==> config.mk <==
export PLATFORM = sky130hd
export DESIGN_NAME = rgb_hue_rotate_unit_flat
export DESIGN_NICKNAME = d
export VERILOG_FILES = /design/src/design/rhr_pkg.sv /design/src/design/rhr_in_if.sv /design/src/design/rhr_out_if.sv /design/src/design/rgb_hue_rotate_unit.sv /design/src/flat_wrapper.sv
export SDC_FILE = /design/constraint.sdc
export NUM_CORES = 2
export LEC_CHECK = 0
export BUFFER_PORTS_ARGS = -buffer_cell sky130_fd_sc_hd__buf_2
export CORE_ASPECT_RATIO = 1.2
export CORE_MARGIN = 2
export CORE_UTILIZATION = 44
export DETAILED_ROUTE_END_ITERATION = 10
export PLACE_DENSITY = 0.67
export SLEW_MARGIN = 0
export SYNTH_ARGS = -nofsm -noshare
export SYNTH_HDL_FRONTEND = slang
export SYNTH_SLANG_ARGS = --single-unit
==> constraint.sdc <==
create_clock -name i_clk -period 27.8 [get_ports i_clk]
set_input_delay 4.17 -clock i_clk [delete_from_list [all_inputs] [get_ports i_clk]]
set_output_delay 4.17 -clock i_clk [all_outputs]
set_load 0.01 [all_outputs]
==> src/design/rhr_pkg.sv <==
// Shared widths for the hue rotation block and its channel interfaces.
package rhr_pkg;

    // Width of one color channel
    localparam int unsigned PIX_W   = 8;
    // Width of the hue shift in degrees
    localparam int unsigned SHIFT_W = 9;

endpackage

==> src/design/rhr_in_if.sv <==
// Input channel: one RGB pixel and its hue shift per transaction.
interface rhr_in_if;
    import rhr_pkg::*;

    logic               valid;
    logic               ready;
    logic [PIX_W-1:0]   red_in;
    logic [PIX_W-1:0]   green_in;
    logic [PIX_W-1:0]   blue_in;
    logic [SHIFT_W-1:0] hue_shift;

    modport source (output valid, output red_in, output green_in, output blue_in,
                    output hue_shift, input ready);
    modport sink   (input valid, input red_in, input green_in, input blue_in,
                    input hue_shift, output ready);
endinterface

==> src/design/rhr_out_if.sv <==
// Output channel: one rotated RGB pixel per transaction.
interface rhr_out_if;
    import rhr_pkg::*;

    logic             valid;
    logic             ready;
    logic [PIX_W-1:0] red_out;
    logic [PIX_W-1:0] green_out;
    logic [PIX_W-1:0] blue_out;

    modport source (output valid, output red_out, output green_out, output blue_out,
                    input ready);
    modport sink   (input valid, input red_out, input green_out, input blue_out,
                    output ready);
endinterface

==> src/design/rgb_hue_rotate_unit.sv <==
// RGB hue rotation: each transaction on i_pix carries an 8-bit RGB pixel and a hue shift in
// degrees; the pixel is taken to integer HSV (hue 0..359, saturation and value 0..100, all
// quotients rounded half away from zero), the hue is advanced by the shift modulo 360 (a
// result of 0 becomes 1), and the pixel is rebuilt at 255 scale and sent on o_pix. Gray
// pixels keep hue 0. The block is a 12-stage pipeline that takes one pixel every clock while
// the output is not stalled; the two divisions (hue by chroma, saturation by max) run as
// restoring dividers that settle three quotient bits per stage over three stages, and the
// constant divisions are reciprocal multiplies. When o_pix holds a pixel and o_pix.ready is
// low, the whole pipeline holds and i_pix.ready drops with it, so no new pixel is taken until
// the output pixel moves, even if bubbles remain further up the pipeline.
module rgb_hue_rotate_unit (
    input  logic      i_clk,
    input  logic      i_rst_n,
    rhr_in_if.sink    i_pix,
    rhr_out_if.source o_pix
);
    import rhr_pkg::*;

    localparam int unsigned NSTG   = 12;
    localparam int unsigned HN_W   = 18;   // divider dividend / remainder
    localparam int unsigned HD_W   = 9;    // divider divisor
    localparam int unsigned HQ_W   = 9;    // divider quotient
    localparam int unsigned VAL_W  = 7;    // value and saturation, 0..100
    localparam int unsigned VP_W   = 33;
    localparam int unsigned VAL_SH = 25;
    localparam int unsigned U_W    = 20;   // channel units of 1/600000
    localparam int unsigned Y_W    = 24;
    localparam int unsigned Z_W    = 18;
    localparam int unsigned CP_W   = 36;
    localparam int unsigned CH_SH  = 27;

    localparam logic [VP_W-1:0] VAL_MUL  = 33'd65794;   // ceil(2^25 / 510)
    localparam logic [CP_W-1:0] CH_MUL   = 36'd214749;  // ceil(2^27 / 625)
    localparam logic [9:0]      DEG_FULL = 10'd360;
    localparam logic [9:0]      DEG_TWO  = 10'd720;
    localparam logic [5:0]      DEG_SEXT = 6'd60;

    // Which channel holds the maximum
    typedef enum logic [1:0] {
        MAX_RED   = 2'd0,
        MAX_GREEN = 2'd1,
        MAX_BLUE  = 2'd2
    } t_max_src;

    // Sextant of the rotated hue
    typedef enum logic [2:0] {
        SXT_RY = 3'd0,
        SXT_YG = 3'd1,
        SXT_GC = 3'd2,
        SXT_CB = 3'd3,
        SXT_BM = 3'd4,
        SXT_MR = 3'd5
    } t_sextant;

    typedef struct packed {
        logic [HN_W-1:0] rem;
        logic [HQ_W-1:0] q;
    } t_div;

    localparam logic [1:0] U_CM = 2'd0;
    localparam logic [1:0] U_MM = 2'd1;
    localparam logic [1:0] U_XM = 2'd2;

    // Three restoring steps, quotient bits top down to top-2
    function automatic t_div div_bits3(t_div s, logic [HD_W-1:0] d, int unsigned top);
        t_div            o;
        logic [HN_W-1:0] trial;
        o = s;
        for (int i = 0; i < 3; i++) begin
            trial = HN_W'(d) << (top - i);
            if (o.rem >= trial) begin
                o.rem = o.rem - trial;
                o.q   = {o.q[HQ_W-2:0], 1'b1};
            end else begin
                o.q   = {o.q[HQ_W-2:0], 1'b0};
            end
        end
        return o;
    endfunction

    // floor((u*17 + 20000) / 64); the rest of the /40000 is a reciprocal multiply
    function automatic logic [Z_W-1:0] chan_pre(logic [U_W-1:0] u);
        logic [Y_W-1:0] y;
        y = Y_W'(u) * Y_W'(17) + Y_W'(20000);
        return Z_W'(y >> 6);
    endfunction

    logic              adv;
    logic [NSTG-1:0]   r_vld;

    // stage 1
    logic [PIX_W-1:0]   s1_mx, s1_mn;
    t_max_src           s1_src;
    logic signed [8:0]  s1_d;
    logic [PIX_W-1:0]   r1_mx, r1_c;
    t_max_src           r1_src;
    logic signed [8:0]  r1_d;
    logic [SHIFT_W-1:0] r1_shift;

    // stage 2
    logic signed [HN_W-1:0] s2_num;
    logic [HN_W-1:0]        s2_off;
    logic [HN_W-2:0]        s2_abs;
    logic [HN_W-1:0]        r2_hn, r2_sn;
    logic [HD_W-1:0]        r2_hd, r2_sd;
    logic                   r2_neg, r2_gray, r2_szero;
    logic [15:0]            r2_vx;
    logic [SHIFT_W-1:0]     r2_shift;

    // stages 3..5: dividers
    t_div               r3_hdiv, r3_sdiv, r4_hdiv, r4_sdiv, r5_hdiv, r5_sdiv;
    logic [HD_W-1:0]    r3_hd, r3_sd, r4_hd, r4_sd;
    logic [VP_W-1:0]    r3_vp;
    logic [VAL_W-1:0]   r4_val, r5_val;
    logic               r3_neg, r3_gray, r3_szero;
    logic               r4_neg, r4_gray, r4_szero;
    logic               r5_neg, r5_gray, r5_szero;
    logic [SHIFT_W-1:0] r3_shift, r4_shift, r5_shift;

    // stage 6
    logic [8:0]       s6_hue;
    logic [9:0]       s6_sum, s6_mod;
    logic [8:0]       r6_h;
    logic [VAL_W-1:0] r6_val, r6_sat;

    // stage 7
    t_sextant         s7_k;
    logic [8:0]       s7_base;
    logic [5:0]       s7_rem, s7_t;
    t_sextant         r7_k;
    logic [5:0]       r7_t;
    logic [13:0]      r7_vs;
    logic [VAL_W-1:0] r7_val;

    // stages 8..12
    t_sextant         r8_k, r9_k, r10_k, r11_k;
    logic [U_W-1:0]   r8_cm, r8_vs60, r8_vst;
    logic [U_W-1:0]   r9_u  [3];
    logic [Z_W-1:0]   r10_z [3];
    logic [CP_W-1:0]  r11_p [3];
    logic [PIX_W-1:0] s12_ch [3];
    logic [PIX_W-1:0] r12_red, r12_green, r12_blue;

    // Pipeline advances unless the output register is full and stalled
    assign adv         = !r_vld[NSTG-1] || o_pix.ready;
    assign i_pix.ready = adv;

    always_ff @(posedge i_clk) begin
        if (!i_rst_n) begin
            r_vld <= '0;
        end else if (adv) begin
            r_vld <= {r_vld[NSTG-2:0], i_pix.valid};
        end
    end

    // Max, min and the signed channel difference of the hue sextant formula
    always_comb begin
        if (i_pix.red_in >= i_pix.green_in && i_pix.red_in >= i_pix.blue_in) begin
            s1_src = MAX_RED;
            s1_mx  = i_pix.red_in;
        end else if (i_pix.green_in >= i_pix.blue_in) begin
            s1_src = MAX_GREEN;
            s1_mx  = i_pix.green_in;
        end else begin
            s1_src = MAX_BLUE;
            s1_mx  = i_pix.blue_in;
        end
        s1_mn = (i_pix.red_in <= i_pix.green_in) ? i_pix.red_in : i_pix.green_in;
        if (i_pix.blue_in < s1_mn) begin
            s1_mn = i_pix.blue_in;
        end
        case (s1_src)
            MAX_RED:   s1_d = $signed({1'b0, i_pix.green_in}) - $signed({1'b0, i_pix.blue_in});
            MAX_GREEN: s1_d = $signed({1'b0, i_pix.blue_in}) - $signed({1'b0, i_pix.red_in});
            default:   s1_d = $signed({1'b0, i_pix.red_in}) - $signed({1'b0, i_pix.green_in});
        endcase
    end

    // Hue numerator with its sextant offset, folded to magnitude for the divider
    always_comb begin
        case (r1_src)
            MAX_GREEN: s2_off = HN_W'(r1_c) * HN_W'(120);
            MAX_BLUE:  s2_off = HN_W'(r1_c) * HN_W'(240);
            default:   s2_off = '0;
        endcase
        s2_num = $signed(HN_W'(r1_d) * HN_W'(60) + s2_off);
        s2_abs = s2_num[HN_W-1] ? (HN_W-1)'(-s2_num) : (HN_W-1)'(s2_num);
    end

    // Stage 6: undo sign, add shift, wrap to 0..359, zero becomes one
    always_comb begin
        if (r5_gray) begin
            s6_hue = '0;
        end else if (r5_neg && r5_hdiv.q != '0) begin
            s6_hue = 9'(DEG_FULL) - r5_hdiv.q;
        end else begin
            s6_hue = r5_hdiv.q;
        end
        s6_sum = 10'(s6_hue) + 10'(r5_shift);
        if (s6_sum >= DEG_TWO) begin
            s6_mod = s6_sum - DEG_TWO;
        end else if (s6_sum >= DEG_FULL) begin
            s6_mod = s6_sum - DEG_FULL;
        end else begin
            s6_mod = s6_sum;
        end
        if (s6_mod == '0) begin
            s6_mod = 10'd1;
        end
    end

    // Stage 7: sextant, remainder and the rising/falling weight
    always_comb begin
        if (r6_h >= 9'd300) begin
            s7_k = SXT_MR; s7_base = 9'd300;
        end else if (r6_h >= 9'd240) begin
            s7_k = SXT_BM; s7_base = 9'd240;
        end else if (r6_h >= 9'd180) begin
            s7_k = SXT_CB; s7_base = 9'd180;
        end else if (r6_h >= 9'd120) begin
            s7_k = SXT_GC; s7_base = 9'd120;
        end else if (r6_h >= 9'd60) begin
            s7_k = SXT_YG; s7_base = 9'd60;
        end else begin
            s7_k = SXT_RY; s7_base = 9'd0;
        end
        s7_rem = 6'(r6_h - s7_base);
        case (s7_k) inside
            SXT_YG, SXT_CB, SXT_MR: s7_t = DEG_SEXT - s7_rem;
            default:                s7_t = s7_rem;
        endcase
    end

    // Stage 12: scale back to 0..255
    always_comb begin
        for (int i = 0; i < 3; i++) begin
            s12_ch[i] = PIX_W'(r11_p[i] >> CH_SH);
        end
    end

    // Datapath registers; all hold while stalled
    always_ff @(posedge i_clk) begin
        if (adv) begin
            // stage 1
            r1_mx    <= s1_mx;
            r1_c     <= s1_mx - s1_mn;
            r1_src   <= s1_src;
            r1_d     <= s1_d;
            r1_shift <= i_pix.hue_shift;

            // stage 2: round-half-up dividends and doubled divisors
            r2_hn    <= {s2_abs, 1'b0} + HN_W'(r1_c);
            r2_hd    <= {r1_c, 1'b0};
            r2_neg   <= s2_num[HN_W-1];
            r2_gray  <= (r1_c == '0);
            r2_sn    <= HN_W'(r1_c) * HN_W'(200) + HN_W'(r1_mx);
            r2_sd    <= {r1_mx, 1'b0};
            r2_szero <= (r1_mx <= 8'd1);
            r2_vx    <= 16'(r1_mx) * 16'd200 + 16'd255;
            r2_shift <= r1_shift;

            // stage 3
            r3_hdiv  <= div_bits3('{rem: r2_hn, q: '0}, r2_hd, 8);
            r3_sdiv  <= div_bits3('{rem: r2_sn, q: '0}, r2_sd, 8);
            r3_hd    <= r2_hd;
            r3_sd    <= r2_sd;
            r3_vp    <= VP_W'(r2_vx) * VAL_MUL;
            r3_neg   <= r2_neg;
            r3_gray  <= r2_gray;
            r3_szero <= r2_szero;
            r3_shift <= r2_shift;

            // stage 4
            r4_hdiv  <= div_bits3(r3_hdiv, r3_hd, 5);
            r4_sdiv  <= div_bits3(r3_sdiv, r3_sd, 5);
            r4_hd    <= r3_hd;
            r4_sd    <= r3_sd;
            r4_val   <= VAL_W'(r3_vp >> VAL_SH);
            r4_neg   <= r3_neg;
            r4_gray  <= r3_gray;
            r4_szero <= r3_szero;
            r4_shift <= r3_shift;

            // stage 5
            r5_hdiv  <= div_bits3(r4_hdiv, r4_hd, 2);
            r5_sdiv  <= div_bits3(r4_sdiv, r4_sd, 2);
            r5_val   <= r4_val;
            r5_neg   <= r4_neg;
            r5_gray  <= r4_gray;
            r5_szero <= r4_szero;
            r5_shift <= r4_shift;

            // stage 6
            r6_h     <= 9'(s6_mod);
            r6_val   <= r5_val;
            r6_sat   <= r5_szero ? '0 : VAL_W'(r5_sdiv.q);

            // stage 7
            r7_k     <= s7_k;
            r7_t     <= s7_t;
            r7_vs    <= 14'(r6_val) * 14'(r6_sat);
            r7_val   <= r6_val;

            // stage 8: products in units of 1/600000
            r8_k     <= r7_k;
            r8_cm    <= U_W'(r7_val) * U_W'(6000);
            r8_vs60  <= U_W'(r7_vs) * U_W'(60);
            r8_vst   <= U_W'(r7_vs) * U_W'(r7_t);

            // stage 9: C+m, m, X+m
            r9_k       <= r8_k;
            r9_u[U_CM] <= r8_cm;
            r9_u[U_MM] <= r8_cm - r8_vs60;
            r9_u[U_XM] <= r8_cm - r8_vs60 + r8_vst;

            // stages 10, 11: rounding scale to 255
            r10_k <= r9_k;
            r11_k <= r10_k;
            for (int i = 0; i < 3; i++) begin
                r10_z[i] <= chan_pre(r9_u[i]);
                r11_p[i] <= CP_W'(r10_z[i]) * CH_MUL;
            end

            // stage 12: route by sextant
            case (r11_k)
                SXT_RY: begin
                    r12_red <= s12_ch[U_CM]; r12_green <= s12_ch[U_XM]; r12_blue <= s12_ch[U_MM];
                end
                SXT_YG: begin
                    r12_red <= s12_ch[U_XM]; r12_green <= s12_ch[U_CM]; r12_blue <= s12_ch[U_MM];
                end
                SXT_GC: begin
                    r12_red <= s12_ch[U_MM]; r12_green <= s12_ch[U_CM]; r12_blue <= s12_ch[U_XM];
                end
                SXT_CB: begin
                    r12_red <= s12_ch[U_MM]; r12_green <= s12_ch[U_XM]; r12_blue <= s12_ch[U_CM];
                end
                SXT_BM: begin
                    r12_red <= s12_ch[U_XM]; r12_green <= s12_ch[U_MM]; r12_blue <= s12_ch[U_CM];
                end
                default: begin
                    r12_red <= s12_ch[U_CM]; r12_green <= s12_ch[U_MM]; r12_blue <= s12_ch[U_XM];
                end
            endcase
        end
    end

    assign o_pix.valid     = r_vld[NSTG-1];
    assign o_pix.red_out   = r12_red;
    assign o_pix.green_out = r12_green;
    assign o_pix.blue_out  = r12_blue;

endmodule

==> src/flat_wrapper.sv <==
// flat-port wrapper written by rule: the top's interface ports become plain ports
module rgb_hue_rotate_unit_flat import rhr_pkg::*;
  (i_clk, i_rst_n, i_pix_valid, i_pix_red_in, i_pix_green_in, i_pix_blue_in, i_pix_hue_shift, i_pix_ready, o_pix_valid, o_pix_red_out, o_pix_green_out, o_pix_blue_out, o_pix_ready);
  rhr_in_if i_pix_i ();
  rhr_out_if o_pix_i ();
  input  logic i_clk;
  input  logic i_rst_n;
  input wire logic [$bits(i_pix_i.valid)-1:0] i_pix_valid;
  input wire logic [$bits(i_pix_i.red_in)-1:0] i_pix_red_in;
  input wire logic [$bits(i_pix_i.green_in)-1:0] i_pix_green_in;
  input wire logic [$bits(i_pix_i.blue_in)-1:0] i_pix_blue_in;
  input wire logic [$bits(i_pix_i.hue_shift)-1:0] i_pix_hue_shift;
  output wire logic [$bits(i_pix_i.ready)-1:0] i_pix_ready;
  output wire logic [$bits(o_pix_i.valid)-1:0] o_pix_valid;
  output wire logic [$bits(o_pix_i.red_out)-1:0] o_pix_red_out;
  output wire logic [$bits(o_pix_i.green_out)-1:0] o_pix_green_out;
  output wire logic [$bits(o_pix_i.blue_out)-1:0] o_pix_blue_out;
  input wire logic [$bits(o_pix_i.ready)-1:0] o_pix_ready;
  assign i_pix_i.valid = i_pix_valid;
  assign i_pix_i.red_in = i_pix_red_in;
  assign i_pix_i.green_in = i_pix_green_in;
  assign i_pix_i.blue_in = i_pix_blue_in;
  assign i_pix_i.hue_shift = i_pix_hue_shift;
  assign i_pix_ready = i_pix_i.ready;
  assign o_pix_valid = o_pix_i.valid;
  assign o_pix_red_out = o_pix_i.red_out;
  assign o_pix_green_out = o_pix_i.green_out;
  assign o_pix_blue_out = o_pix_i.blue_out;
  assign o_pix_i.ready = o_pix_ready;
  rgb_hue_rotate_unit u_core (.i_clk(i_clk), .i_rst_n(i_rst_n), .i_pix(i_pix_i), .o_pix(o_pix_i));
endmodule
==> impl_metrics.prom <==
# TYPE chip_impl_metric gauge
chip_impl_info{name="cts.root.buffer_cell",value="sky130_fd_sc_hd__clkbuf_16"} 1
chip_impl_info{name="yosysMostFrequentCell",value="sky130_fd_sc_hd__inv_1"} 1
chip_impl_metric{name="die-area",unit="µm²"} 148800
chip_impl_info{name="postSynth.topFlopCell",value="sky130_fd_sc_hd__edfxtp_1"} 1
chip_impl_metric{name="cts-resized-gates",unit=""} 0
chip_impl_metric{name="placementRows",unit=""} 153
chip_impl_metric{name="tritoncts.num_buffers",unit=""} 69
chip_impl_metric{name="core",unit="µm²"} 144700
chip_impl_metric{name="asyncSetResetFlopFracSynth",unit=""} 0
chip_impl_metric{name="drt_pass1_iterations",unit=""} 6
chip_impl_metric{name="initial_utilization",unit=""} 0.4431
chip_impl_metric{name="die_width",unit="µm"} 352.5
chip_impl_metric{name="worst_setup_hold_path_clk_slew",unit="ns"} 0.06
chip_impl_metric{name="met2_length",unit="µm"} 69680
chip_impl_metric{name="grt_pass1_wl",unit="µm"} 217900
chip_impl_metric{name="areaGrowthSynthToFinish",unit="%"} 7.637
chip_impl_info{name="hp-class",value="reg -> reg"} 1
chip_impl_metric{name="finalWeightedCongestion",unit=""} 0.9357
chip_impl_metric{name="grt.overflow.total",unit=""} 0
chip_impl_metric{name="hpwlAfterDp",unit="µm"} 108500
chip_impl_metric{name="fin_tns_setup",unit="ns"} 0
chip_impl_metric{name="yosys_warnings",unit=""} 0
chip_impl_metric{name="postRouteAntennaNets",unit=""} 0
chip_impl_metric{name="drc",unit=""} 0
chip_impl_metric{name="final-max-slew-violation-count",unit=""} 0
chip_impl_metric{name="timing.max_slew.rel_slack",unit=""} 0.2178
chip_impl_metric{name="number_of_enable_type_register_cells_in_the_synthesized_netlist",unit=""} 560
chip_impl_metric{name="design.portCount",unit=""} 63
chip_impl_info{name="yosys-top-cells-area",value="sky130_fd_sc_hd__edfxtp_1 (26%), sky130_fd_sc_hd__ha_1 (21%), sky130_fd_sc_hd__fa_1 (18%)"} 1
chip_impl_metric{name="max_slew.worst_pin.slew",unit="ns"} 1.165
chip_impl_metric{name="fmaxAchievable",unit="GHz"} 0.09869
chip_impl_metric{name="report.final.hold_viol_count",unit=""} 0
chip_impl_metric{name="required",unit="ns"} 23.63
chip_impl_metric{name="pre_cts_setup_slack",unit="ns"} 17.67
chip_impl_info{name="grt_setup_unrepaired",value="false"} 1
chip_impl_metric{name="final_period_util",unit=""} 0.3645
chip_impl_metric{name="grt_pass1_vias",unit=""} 45359
chip_impl_metric{name="synthDominantCellAreaShare",unit=""} 0.2622
chip_impl_metric{name="post_synth_num_cell_types",unit=""} 97
chip_impl_metric{name="drt_first_iter_violations",unit=""} 1661
chip_impl_metric{name="synth_area",unit="µm²"} 64120
chip_impl_metric{name="multi_input_area",unit="µm²"} 42490
chip_impl_metric{name="die_height",unit="µm"} 422.2
chip_impl_metric{name="ys_seq_area_frac",unit=""} 0.2660
chip_impl_metric{name="port_buffers",unit=""} 62
chip_impl_metric{name="layout-drive-gt1-share",unit=""} 0.04954
chip_impl_metric{name="grt_start_max_net_pins",unit=""} 155
chip_impl_metric{name="globalRouteTotalUtil",unit=""} 0.1761
chip_impl_info{name="worst_setup_path_start_kind",value="input port"} 1
chip_impl_info{name="critical_path.endpoint_type",value="primary output"} 1
chip_impl_metric{name="holdWs",unit="ns"} 0.4130
chip_impl_metric{name="clk_latency",unit="ns"} 0.66
chip_impl_metric{name="clock_skew",unit="ns"} 0.04179
chip_impl_metric{name="n_antenna_cell",unit=""} 0
chip_impl_metric{name="layout_min_cycle_time",unit="ns"} 10.13
chip_impl_metric{name="syn-num-nets",unit=""} 7893
chip_impl_info{name="synthDominantAreaCellType",value="sky130_fd_sc_hd__edfxtp_1"} 1
chip_impl_metric{name="layout.nets",unit=""} 7983
chip_impl_metric{name="final_critical_path_setup_slack",unit="ns"} 17.67
chip_impl_metric{name="clock_tree.htree_level_count",unit=""} 3
chip_impl_metric{name="route.final.wire_length",unit="µm"} 128900
chip_impl_info{name="synthTopCellsByCount",value="sky130_fd_sc_hd__inv_1 (1,149), sky130_fd_sc_hd__ha_1 (1,068), sky130_fd_sc_hd__fa_1 (574), sky130_fd_sc_hd__edfxtp_1 (560), sky130_fd_sc_hd__nand2_1 (333)"} 1
chip_impl_metric{name="syn_area_per_cell",unit="µm²"} 10.32
chip_impl_metric{name="n_fill_cell",unit=""} 13305
chip_impl_metric{name="post_cts_setup_buffer_count",unit=""} 0
chip_impl_metric{name="number_of_storage_elements_in_the_synthesis_netlist",unit=""} 572
chip_impl_info{name="worstSetupPathType",value="in -> out"} 1
chip_impl_metric{name="m1WireLength",unit="µm"} 52080
chip_impl_info{name="status",value="finished clean"} 1
chip_impl_metric{name="cts.path.max_buffers",unit=""} 3
chip_impl_metric{name="cts.sink_count",unit=""} 572
chip_impl_metric{name="route.detailed.wl_per_inst",unit="µm"} 15.54
chip_impl_metric{name="synth_cells",unit=""} 6214
chip_impl_metric{name="layout.area.seq",unit="µm²"} 17060
chip_impl_metric{name="viasPerCell",unit=""} 5.205
chip_impl_metric{name="antenna_found_initial",unit=""} 0
chip_impl_info{name="route.top_layer_used",value="met4"} 1
chip_impl_metric{name="worstPathArrival",unit="ns"} 5.96
chip_impl_metric{name="routed-via-count",unit=""} 43177
chip_impl_metric{name="worstPathMaxFanout",unit=""} 124
chip_impl_metric{name="cts_hold_repair.buffers",unit=""} 0
chip_impl_metric{name="met3_wirelength",unit="µm"} 2979
chip_impl_metric{name="final-setup-viol-count",unit=""} 0
chip_impl_info{name="tritoncts",value="yes"} 1
chip_impl_metric{name="timing.max_cap.violations",unit=""} 0
[cells in the final DEF, fill, tap and decap left out, types with 99 or more instances in the layout]
master / n
sky130_fd_sc_hd__xor2_1: 99
sky130_fd_sc_hd__o21ai_0: 211
sky130_fd_sc_hd__nor2_1: 301
sky130_fd_sc_hd__nand2_1: 333
sky130_fd_sc_hd__ha_1: 1068
sky130_fd_sc_hd__a21oi_1: 312
sky130_fd_sc_hd__edfxtp_1: 560
sky130_fd_sc_hd__xnor2_1: 267
sky130_fd_sc_hd__fa_1: 574
sky130_fd_sc_hd__inv_1: 1148
[path summary, 6_finish.rpt]
| path | from | end | slack, ns | cells after the start |
|---|---|---|---|---|
| worst min-delay path | u_core.r7_k[0]$_DFFE_PP_ | u_core.r8_k[0]$_DFFE_PP_ | 0.41 | 0 |
| worst max-delay path | o_pix_ready | i_pix_ready | 17.67 | 4 |
| worst max register to register | u_core.r3_sdiv[9]$_DFFE_PP_ | u_core.r4_sdiv[20]$_DFFE_PP_ | 19.19 | 26 |
| worst min register to register | u_core.r7_k[0]$_DFFE_PP_ | u_core.r8_k[0]$_DFFE_PP_ | 0.41 | 0 |
[through the flow]
stage	std cells	utilization	cell area (µm²)
floorplan	6214	-	64120
detailed placement	8170	0.4612	66750
global route	8295	0.4769	69020
finish	8295	0.4769	69020
CTS	8295	0.4769	69020
global placement	8170	0.4612	66750
[area by class of cell]
type	instances	share of cell area
clock buffers	76	0.02571
clock inverters	49	0.007269
inverters	1155	0.06303
multi-input cells	4431	0.6157
flip-flops and latches	572	0.2471
well taps	1937	0.03511
repair buffers	75	0.006091
[cells by family (layout without fill, tap and decap cells)]
group / count (synthesis) / count (layout) / synth area share
buf+inv: 1211 / 1355 / 0.07138
flops: 572 / 572 / 0.2660
fa+ha+maj: 1644 / 1644 / 0.3879
simple gates: 1218 / 1218 / 0.09460
mux: 129 / 129 / 0.02178
compound gates: 1074 / 1074 / 0.1084
xor+xnor: 366 / 366 / 0.04999
[critical path: stages]
cell	delay, ns
sky130_fd_sc_hd__buf_2	0.09
sky130_fd_sc_hd__nor2b_1	0.82
sky130_fd_sc_hd__inv_8	0.51
sky130_fd_sc_hd__buf_2	0.31
[metal layers]
layer  track usage  vias to the layer above
met1        0.1993                    20905
met2        0.3403                      576
met3       0.01603                      196
li1              -                    21500
met5             0                        -
met4       0.06325                        0
[flip-flops by register name, indices dropped and copies added, names as in the netlist, 9 cells and up]
register	count
u_core.r6_h	9
u_core.r8_vst	20
u_core.r3_shift	9
u_core.r2_vx	13
u_core.r1_shift	9
u_core.r8_vs60	18
u_core.r2_sn	14
u_core.r4_hdiv	24
u_core.r1_d	9
u_core.r4_sdiv	22
u_core.r3_hdiv	21
u_core.r7_vs	14
u_core.r2_shift	9
u_core.r11_p	24
u_core.r8_cm	16
u_core.r9_u	54
u_core.r10_z	54
u_core.r3_sdiv	19
u_core.r5_hdiv	9
u_core.r2_hn	18
u_core.r5_shift	9
u_core.r_vld	12
u_core.r4_shift	9
Power is not shown: default switching activity piles up to over one toggle a cycle in this logic, so the estimate is an artifact.
